<file path="config.mk">
export PLATFORM = sky130hd
export DESIGN_NAME = sorted_priority_queue
export DESIGN_NICKNAME = d
export VERILOG_FILES = /design/src/spq_pkg.sv /design/src/spq_store.sv /design/src/sorted_priority_queue.sv
export SDC_FILE = /design/constraint.sdc
export NUM_CORES = 1
export LEC_CHECK = 0
export BUFFER_PORTS_ARGS = -buffer_cell sky130_fd_sc_hd__buf_4
export CAP_MARGIN = 20
export CORE_UTILIZATION = 56
export CTS_CLUSTER_DIAMETER = 60
export CTS_CLUSTER_SIZE = 25
export DETAILED_ROUTE_END_ITERATION = 8
export PLACE_DENSITY_LB_ADDON = 0.3
export SETUP_SLACK_MARGIN = 0.02
export SYNTH_ARGS = -nofsm -noshare
export SYNTH_HDL_FRONTEND = slang
export SYNTH_SLANG_ARGS = --single-unit
</file>
<file path="constraint.sdc">
create_clock -name clock -period 3.9 [get_ports clock]
set_input_delay 0.39 -clock clock [delete_from_list [all_inputs] [get_ports clock]]
set_output_delay 0.39 -clock clock [all_outputs]
set_load 0.01 [all_outputs]
</file>
<file path="src/spq_pkg.sv">
// spq_pkg: word types and command codes for the sorted priority queue
// no dependencies; used by sorted_priority_queue and spq_store
`default_nettype none

package spq_pkg;

   localparam logic [1:0] CMD_INSERT = 2'd0;
   localparam logic [1:0] CMD_REMOVE = 2'd1;
   localparam logic [1:0] CMD_QUERY  = 2'd2;

   typedef struct packed {
      logic [1:0]  command;
      logic [7:0]  priority_req;
      logic [15:0] tag;
   } req_word_type;

   typedef struct packed {
      logic        accepted;
      logic        top_valid;
      logic [15:0] top_tag;
      logic [7:0]  top_priority;
      logic        full_res;
      logic [5:0]  count;
   } rsp_word_type;

   // one slot of the sorted array
   typedef struct packed {
      logic [7:0]  prio;
      logic [15:0] tag;
   } entry_type;

endpackage

`default_nettype wire

</file>
<file path="src/spq_store.sv">
// spq_store: slot memory, one write and one registered read per cycle
// depends on spq_pkg (entry_type)
`default_nettype none

module spq_store
   import spq_pkg::*;
#(
   parameter int DEPTH = 32,
   localparam int AW = $clog2(DEPTH)
) (
   input  wire logic      clock,
   input  wire logic      wr_en,
   input  wire logic [AW-1:0] wr_addr,
   input  wire entry_type wr_data,
   input  wire logic [AW-1:0] rd_addr,
   output entry_type      rd_data
);

   entry_type mem [DEPTH];
   entry_type rd_data_ff;

   always_ff @(posedge clock) begin
      if (wr_en) begin
         mem[wr_addr] <= wr_data;
      end
      rd_data_ff <= mem[rd_addr];
   end

   assign rd_data = rd_data_ff;

endmodule

`default_nettype wire

</file>
<file path="src/sorted_priority_queue.sv">
// sorted_priority_queue: top level, command sequencer with shared compare
// and shift step over the slot memory; depends on spq_pkg and spq_store
//
//   port group   dir   handshake              word
//   req_         in    req_valid / req_stall  req_word_type
//   rsp_         out   rsp_valid / rsp_stall  rsp_word_type
//
// remove, query, refused insert and insert into an empty queue go IDLE, TOP, FIN
// an insert goes IDLE, then CMP for each slot compared, then PLACE if every held
// entry moved up, then TOP and FIN; CMP reads, compares and writes one slot per cycle
// reset clears state, occupancy and rsp_valid only; slots are written before they are ever read
// a new word is taken while a finished result still waits on rsp_stall
`default_nettype none

module sorted_priority_queue
   import spq_pkg::*;
#(
   parameter int DEPTH = 32
) (
   input  wire logic   clock,
   input  wire logic   reset,
   input  wire logic   req_valid,
   output logic        req_stall,
   input  wire req_word_type req_word,
   output logic        rsp_valid,
   input  wire logic   rsp_stall,
   output rsp_word_type rsp_word
);

   localparam int AW = $clog2(DEPTH);
   localparam int OW = $clog2(DEPTH + 1);

   typedef enum logic [2:0] {
      ST_IDLE,
      ST_CMP,
      ST_PLACE,
      ST_TOP,
      ST_FIN
   } state_type;

   state_type    state_ff, state_in;
   logic [OW-1:0] occ_ff, occ_in;
   logic [OW-1:0] pos_ff, pos_in;
   logic [7:0]   prio_ff, prio_in;
   logic [15:0]  tag_ff, tag_in;
   logic         ok_ff, ok_in;
   logic         rsp_valid_ff, rsp_valid_in;
   rsp_word_type rsp_word_ff, rsp_word_in;

   logic         wr_en;
   logic [AW-1:0] wr_addr;
   entry_type    wr_data;
   logic [AW-1:0] rd_addr;
   entry_type    rd_data;

   logic [OW-1:0] pos_dec;
   logic [OW-1:0] occ_dec;
   logic [OW+5:0] occ_wide;
   logic         occ_full;
   logic         occ_empty;
   logic         move_up;
   entry_type    new_entry;

   spq_store #(.DEPTH(DEPTH)) u_store (
      .clock   (clock),
      .wr_en   (wr_en),
      .wr_addr (wr_addr),
      .wr_data (wr_data),
      .rd_addr (rd_addr),
      .rd_data (rd_data)
   );

   assign pos_dec   = pos_ff - OW'(1);
   assign occ_dec   = occ_ff - OW'(1);
   assign occ_wide  = {6'b0, occ_ff};
   assign occ_full  = (occ_ff == OW'(DEPTH));
   assign occ_empty = (occ_ff == '0);
   assign new_entry = '{prio: prio_ff, tag: tag_ff};
   // shared compare: held entry of equal or higher priority moves up
   assign move_up   = (rd_data.prio >= prio_ff);

   always_comb begin
      state_in     = state_ff;
      occ_in       = occ_ff;
      pos_in       = pos_ff;
      prio_in      = prio_ff;
      tag_in       = tag_ff;
      ok_in        = ok_ff;
      rsp_valid_in = rsp_valid_ff && rsp_stall;
      rsp_word_in  = rsp_word_ff;
      wr_en        = 1'b0;
      wr_addr      = pos_ff[AW-1:0];
      wr_data      = new_entry;
      rd_addr      = occ_dec[AW-1:0];

      case (state_ff)
         ST_IDLE: begin
            if (req_valid) begin
               prio_in  = req_word.priority_req;
               tag_in   = req_word.tag;
               ok_in    = 1'b0;
               state_in = ST_TOP;
               case (req_word.command)
                  CMD_INSERT: begin
                     if (!occ_full && occ_empty) begin
                        wr_en   = 1'b1;
                        wr_addr = '0;
                        wr_data = '{prio: req_word.priority_req, tag: req_word.tag};
                        occ_in  = OW'(1);
                        ok_in   = 1'b1;
                     end else if (!occ_full) begin
                        // read the top slot, compare next cycle
                        pos_in   = occ_ff;
                        state_in = ST_CMP;
                     end
                  end
                  CMD_REMOVE: begin
                     if (!occ_empty) begin
                        occ_in = occ_dec;
                        ok_in  = 1'b1;
                     end
                  end
                  CMD_QUERY: begin
                     ok_in = !occ_empty;
                  end
                  default: begin
                     ok_in = 1'b0;
                  end
               endcase
            end
         end
         ST_CMP: begin
            wr_en   = 1'b1;
            wr_addr = pos_ff[AW-1:0];
            if (move_up) begin
               wr_data = rd_data;
               pos_in  = pos_dec;
               rd_addr = pos_ff[AW-1:0] - AW'(2);
               if (pos_dec == '0) begin
                  state_in = ST_PLACE;
               end
            end else begin
               wr_data  = new_entry;
               occ_in   = occ_ff + OW'(1);
               ok_in    = 1'b1;
               state_in = ST_TOP;
            end
         end
         ST_PLACE: begin
            wr_en    = 1'b1;
            wr_addr  = '0;
            wr_data  = new_entry;
            occ_in   = occ_ff + OW'(1);
            ok_in    = 1'b1;
            state_in = ST_TOP;
         end
         ST_TOP: begin
            rd_addr  = occ_dec[AW-1:0];
            state_in = ST_FIN;
         end
         ST_FIN: begin
            if (!rsp_valid_ff || !rsp_stall) begin
               rsp_valid_in              = 1'b1;
               rsp_word_in.accepted      = ok_ff;
               rsp_word_in.top_valid     = !occ_empty;
               rsp_word_in.top_tag       = occ_empty ? 16'h0 : rd_data.tag;
               rsp_word_in.top_priority  = occ_empty ? 8'h0 : rd_data.prio;
               rsp_word_in.full_res      = occ_full;
               rsp_word_in.count         = occ_wide[5:0];
               state_in                  = ST_IDLE;
            end
         end
         default: begin
            state_in = ST_IDLE;
         end
      endcase
   end

   always_ff @(posedge clock) begin
      if (reset) begin
         state_ff     <= ST_IDLE;
         occ_ff       <= '0;
         rsp_valid_ff <= 1'b0;
      end else begin
         state_ff     <= state_in;
         occ_ff       <= occ_in;
         rsp_valid_ff <= rsp_valid_in;
      end
      pos_ff      <= pos_in;
      prio_ff     <= prio_in;
      tag_ff      <= tag_in;
      ok_ff       <= ok_in;
      rsp_word_ff <= rsp_word_in;
   end

   assign req_stall = (state_ff != ST_IDLE);
   assign rsp_valid = rsp_valid_ff;
   assign rsp_word  = rsp_word_ff;

   a_occ_bound: assert property (@(posedge clock) disable iff (reset)
      occ_ff <= OW'(DEPTH))
      else $error("occupancy above depth");

   a_occ_step: assert property (@(posedge clock) disable iff (reset)
      1'b1 |=> (occ_ff == $past(occ_ff)) || (occ_ff == $past(occ_ff) + OW'(1))
               || (occ_ff == $past(occ_ff) - OW'(1)))
      else $error("occupancy moved by more than one");

   a_cmp_pos: assert property (@(posedge clock) disable iff (reset)
      (state_ff == ST_CMP) |-> (pos_ff != '0) && (pos_ff < OW'(DEPTH)))
      else $error("shift position out of range");

   a_take_busy: assert property (@(posedge clock) disable iff (reset)
      (state_ff == ST_IDLE) && req_valid |=> (state_ff != ST_IDLE))
      else $error("accepted word did not start the sequencer");

   a_empty_top: assert property (@(posedge clock) disable iff (reset)
      rsp_valid_ff && !rsp_word_ff.top_valid |->
         (rsp_word_ff.top_tag == 16'h0) && (rsp_word_ff.top_priority == 8'h0)
         && !rsp_word_ff.full_res)
      else $error("empty queue reported a top entry");

endmodule

`default_nettype wire
</file>
Word-level counts from Yosys, hierarchy flattened

Memory sizes are Yosys's and may differ from the RTL's. A register that Yosys moved wholly into a read port is not among the register bits.
Cells that the tools add are included.

$add $sub $neg: 4
Order comparisons: 1
Equality and inequality tests: 18
Multiplexer cells: 44
Reductions and logical operators: 21

Operators with widths:

| kind                                                               | count |
|---|---|
| 24-bit 2-to-1 mux                                                  | 4 |
| 6-bit 2-to-1 mux                                                   | 9 |
| 24-bit one-hot mux with 2 select lines                             | 1 |
| 5-bit 2-to-1 mux                                                   | 5 |
| 6-bit one-hot mux with 2 select lines                              | 2 |
| 6-bit one-hot mux with 3 select lines                              | 1 |
| 3-bit one-hot mux with 5 select lines                              | 1 |
| 6-bit logical NOT                                                  | 2 |
| 3-bit 2-to-1 mux                                                   | 4 |
| 2-bit != test, second input constant                               | 6 |
| 6-bit AND reduction                                                | 2 |
| 6-bit by 1-bit subtractor with 6-bit output, second input constant | 2 |
| 1-bit 2-to-1 mux                                                   | 10 |
| 5-bit one-hot mux with 2 select lines                              | 1 |
| 3-bit != test, second input constant                               | 3 |
| 8-bit >= comparator                                                | 1 |
| 6-bit by 1-bit adder with 6-bit output, second input constant      | 1 |
| 3-bit by 2-bit == test with 1-bit output, second input constant    | 2 |
| 6-bit == test, second input constant                               | 1 |
| 2-bit 2-to-1 mux                                                   | 3 |
| 1-bit one-hot mux with 3 select lines                              | 2 |
| 3-bit AND reduction                                                | 2 |
| 3-bit nonzero test                                                 | 2 |
| 5-bit by 2-bit subtractor with 5-bit output, second input constant | 1 |
| 15 further kinds                                                   | 20 |

Register bits: 74
Bits in writable memories: 768
Bits of input ports: 30
Output and inout bits: 35
Logic and storage cells: 102
Memories kept: 1

Memories:

| name        | words | width | read ports | clocked after memory_dff | write ports | RTL line        | RTL |
|---|---|---|---|---|---|---|---|
| u_store.mem | 32    | 24    | 1          | 1                        | 1           | spq_store.sv:19 | `entry_type mem [DEPTH];` |

Logic depth before layout (Yosys ltp)

Word-level depth: 9
Mapped depth: 14
Gate-level depth less buffers: 11

Cells and area by module

A second synthesis with hierarchy kept.

Cells, all modules: 2063
Area total of the unflattened synthesis: 34404.2 um2

Modules (own cells, without submodules):

| module                | times used | cells an instance | area each (um2) | seq. area each (um2) |
|---|---|---|---|---|
| spq_store             | 1          | 1711              | 30480.5         | 23542.6 |
| sorted_priority_queue | 1          | 352               | 3923.8          | 2122.0 |

Worst setup path before layout

OpenSTA, ideal clock, no wires.

Path type: register -> register
Start: register occ_ff[0]
End: memory u_store.mem[0][0] (netlist name), enable pin
Setup time: 0.413 ns
Data arrival time: 3.538 ns
Required time: 3.487 ns
Path slack: -0.052 ns
Stages on the path, launching flop included: 12
Buffers on the path: 2
Clock period less this slack: 3.952 ns
Path through: dfxtp_1 > clkbuf_1 > inv_1 > ha_1 > inv_1 > or3_1 > nor3_1 > buf_2 > a31oi_1 > nor3_1 > o22ai_1 > a21oi_1

Cells in the longest elaborated chain, start to end: 9
Elaborated cells on any way between the ends: 14
Classes of those cells: eq/ne (1); mux (10); reduce/logical (3)

RTL lines:

| what                                   | RTL line                     | RTL |
|---|---|---|
| start: declaration                     | sorted_priority_queue.sv:42  | `logic [OW-1:0] occ_ff, occ_in;` |
| start signal: assignment               | sorted_priority_queue.sv:186 | `occ_ff <= occ_in;` |
| 6-bit == test                          | sorted_priority_queue.sv:76  | `assign occ_full = (occ_ff == OW'(DEPTH));` |
| 1-bit logical NOT                      | -                            |  |
| 1-bit logical AND (*)                  | sorted_priority_queue.sv:105 | `if (!occ_full && occ_empty) begin` |
| 1-bit 2-to-1 mux                       | sorted_priority_queue.sv:105 |  |
| 1-bit 2-to-1 mux                       | sorted_priority_queue.sv:103 | `case (req_word.command)` |
| 1-bit 2-to-1 mux                       | sorted_priority_queue.sv:98  | `if (req_valid) begin` |
| 1-bit one-hot mux with 2 select lines  | sorted_priority_queue.sv:96  | `case (state_ff)` |
| 1-bit 2-to-1 mux                       | spq_store.sv:23              | `if (wr_en) begin` |
| 1-bit 2-to-1 mux (implied by the code) | spq_store.sv:24              | `mem[wr_addr] <= wr_data;` |
| end: declaration                       | spq_store.sv:19              |  |

Every way passes the cells marked *; elsewhere a longest branch is shown, timed or not.

==> impl_metrics.py <==
metrics = {
    "status": {
        "status": "completed",
    },
    "floorplanning": {
        "rows": 90,
        "die-height_um": 250,
        "start_util": 0.569,
        "pin_count": 65,
        "die-area_mm2": 0.0627,
        "die_x_um": 250,
        "coreArea_mm2": 0.0607,
    },
    "routing": {
        "drc": 0,
        "drtPass1Iterations": 6,
        "drt_wl_total_um": 81800,
        "detail_route.vias_per_cell": 6.41,
        "wl_per_cell_um": 25.7,
        "drt_iter0_markers": 2504,
        "ant_nets": 0,
        "vias": 20342,
    },
    "clocking": {
        "cts_tree": "built",
        "clock_latency_ns": 0.63,
        "htreeDepth": 2,
        "clk_pin_slew_ns": 0.09,
        "clock-sinks": 866,
        "cts_buffer_depth": 3,
        "post-cts-setup-buffers": 0,
        "clockRootBuffer": "clkbuf_16",
        "cts_buffers": 47,
        "ctsResizeCount": 0,
        "ctsHoldBuffers": 25,
    },
    "final_layout": {
        "seq_area_mm2": 0.0257,
        "mostFrequentLayoutCell": "edfxtp_1",
        "layout.cells.non_filler": 3175,
        "fin_nets": 2401,
        "syn2layout_area_growth_pct": 11.0,
        "layout-drive-gt1-share": 0.142,
        "multi_input_area_mm2": 0.00802,
        "num-fill-cells": 4205,
        "layout_common_cells": "edfxtp_1, nand2_1, a21oi_1, buf_4, a22o_1",
        "antennaDiodeCount": 0,
    },
    "worst_hold_path": {
        "worstHoldStart": "rsp_stall",
        "min_path_type": "primary input to register",
    },
    "timing": {
        "min_period_over_period": 0.929,
        "tns_ns": 0,
        "fmax_ghz": 0.276,
        "hold_viol_final": 0,
        "slew_violations": 0,
        "rsz0062_at_grt": "no",
        "period_needed_ns": 3.62,
        "tightestPinTransition_ns": 1.05,
        "setup_viol_count_final": 0,
        "maxSlewHeadroom": 0.300,
        "fin_worst_skew_ns": 0.0300,
    },
    "placed_design": {
        "portBuffers": 64,
        "gp_congestion": 0.894,
        "dp_hpwl_um": 48700,
        "dp_cells": 3066,
    },
    "setup_path": {
        "end_kind": "register",
        "cp-start-kind": "register",
        "slowest_delay_ns": 0.74,
        "path_cells": "inv_1, ha_1, nor2b_1, o31ai_4, a21oi_4, o21a_4, o22ai_2, a222oi_1, inv_1",
        "cp_common_cell": "inv_1",
        "crit_family": "compound AO/OA/AOI/OAI gates",
        "crit_start": "prio_ff[1]",
        "path_class": "register to register",
        "worstPathArrival_ns": 3.92,
        "required_ns": 4.19,
        "crit_path_top_delay_cell": "inv_1",
        "cp_max_fo": 32,
        "worst_r2r_startpoint": "prio_ff[1]",
        "critPathBufInv": 2,
    },
    "global_routing": {
        "grt_first_pass_wirelength_um": 121000,
        "antenna_found_initial": 0,
        "overflow": 0,
        "grt_usage": 0.260,
        "grt_max_degree": 97,
        "grt_pass1_vias": 19517,
    },
    "yosys": {
        "syn_nets": 2299,
        "ys_seq_elements": 866,
        "syn_avg_cell_area_um2": 15.3,
        "syn_area_mm2": 0.0345,
        "synth_top_flop_cell": "edfxtp_1",
        "synth-seq-area-share": 0.743,
        "syn-instance-count": 2256,
        "synth_warnings": 0,
        "synthArstFlopShare": 0,
        "yosysUniqueCellTypes": 64,
        "synth_edf_count": 832,
    },
    "power": {
        "p_leak_nw": 13.3,
        "power_density_mw_per_mm2": 948,
        "peakVddDrop_mv": 1.00,
        "power_mw": 36.3,
    },
    "run": {
        "maxCapViolCount": 0,
    },
}
## power breakdown
part	leakage (nW)	total (mW)	internal, mW	switching, mW
sequential	7.81	12.7	12.3	0.367
clock	0.769	5.60	2.59	3.01
combinational	4.71	18.0	6.62	11.4
## area by class of cell
type,instances,share of cell area
sequential,866,0.669
clock inverter,29,0.00819
clock buffer,55,0.0326
timing repair buffer,208,0.0505
multi-input combinational,1189,0.209
tap,782,0.0255
inverter,46,0.00450
## cells in the mapped netlist, types with 5 or more instances
| master | number | area (um^2) |
|---|---|---|
| nand3_1 | 10 | 50.1 |
| buf_2 | 58 | 290 |
| ha_1 | 13 | 163 |
| xnor2_1 | 7 | 61.3 |
| nand2_1 | 256 | 961 |
| clkbuf_1 | 57 | 214 |
| a22oi_1 | 98 | 736 |
| edfxtp_1 | 832 | 25000 |
| nor2_1 | 54 | 203 |
| dfxtp_1 | 34 | 681 |
| mux2i_1 | 144 | 1440 |
| a22o_1 | 145 | 1270 |
| xor2_1 | 5 | 43.8 |
| nor4_2 | 23 | 288 |
| buf_6 | 12 | 135 |
| a21oi_1 | 253 | 1270 |
| o21ai_0 | 9 | 45.0 |
| nor3_1 | 12 | 60.1 |
| o22ai_1 | 51 | 319 |
| inv_1 | 45 | 169 |
| a222oi_1 | 24 | 240 |
| buf_4 | 22 | 165 |
| nor2b_1 | 26 | 163 |
## kinds of logic after synthesis
family                     share of synthesized area
buffers and inverters                         0.0290
DFF                                            0.743
and+or+nand+nor                               0.0565
muxes                                         0.0439
AOI/OAI and AO/OA                              0.120
xor gates and xnor gates                     0.00304
adders and majority gates                    0.00471
## registers in the layout, indices dropped and copies added, names as in the netlist
register / flops
prio_ff: 8
rsp_valid: 1
state_ff: 3
ok_ff: 1
u_store.mem: 768
u_store.rd_data: 24
pos_ff: 6
occ_ff: 6
rsp_word: 33
tag_ff: 16
## worst paths after layout
path / slack (ns) / cells after the start / endpoint
worst min-delay path: 0.07 / 3 / rsp_valid
worst max-delay path: 0.28 / 9 / u_store.mem[8][16]
worst min register to register: 0.45 / 0 / rsp_word[32]
worst max register to register: 0.28 / 9 / u_store.mem[8][16]
## tightest hold or removal path, stage by stage
cell	delay, ns
buf_4	0.13
nand2_1	0.07
a21oi_1	0.06
## stage by stage
step	util	cell area (um^2)	hold WS, ns	setup slack [ns]
after global routing	0.632	38300	0.0766	0.125
after CTS	0.632	38300	0.0451	0.328
final	0.632	38300	0.0708	0.277
after floorplan	-	34500	0.400	0.109
after global placement	0.602	36500	0.409	0.425
after detailed placement	0.602	36500	0.427	0.353
## routing by layer
metal  track usage  vias up  share of wire
met5             0        -              0
met4        0.0640        0          0.021
met3        0.0565      112          0.098
met2         0.412     1027           0.47
met1         0.368    10258           0.41
li1              -     8945              -
Note: power is estimated with default switching activity, not from simulation.
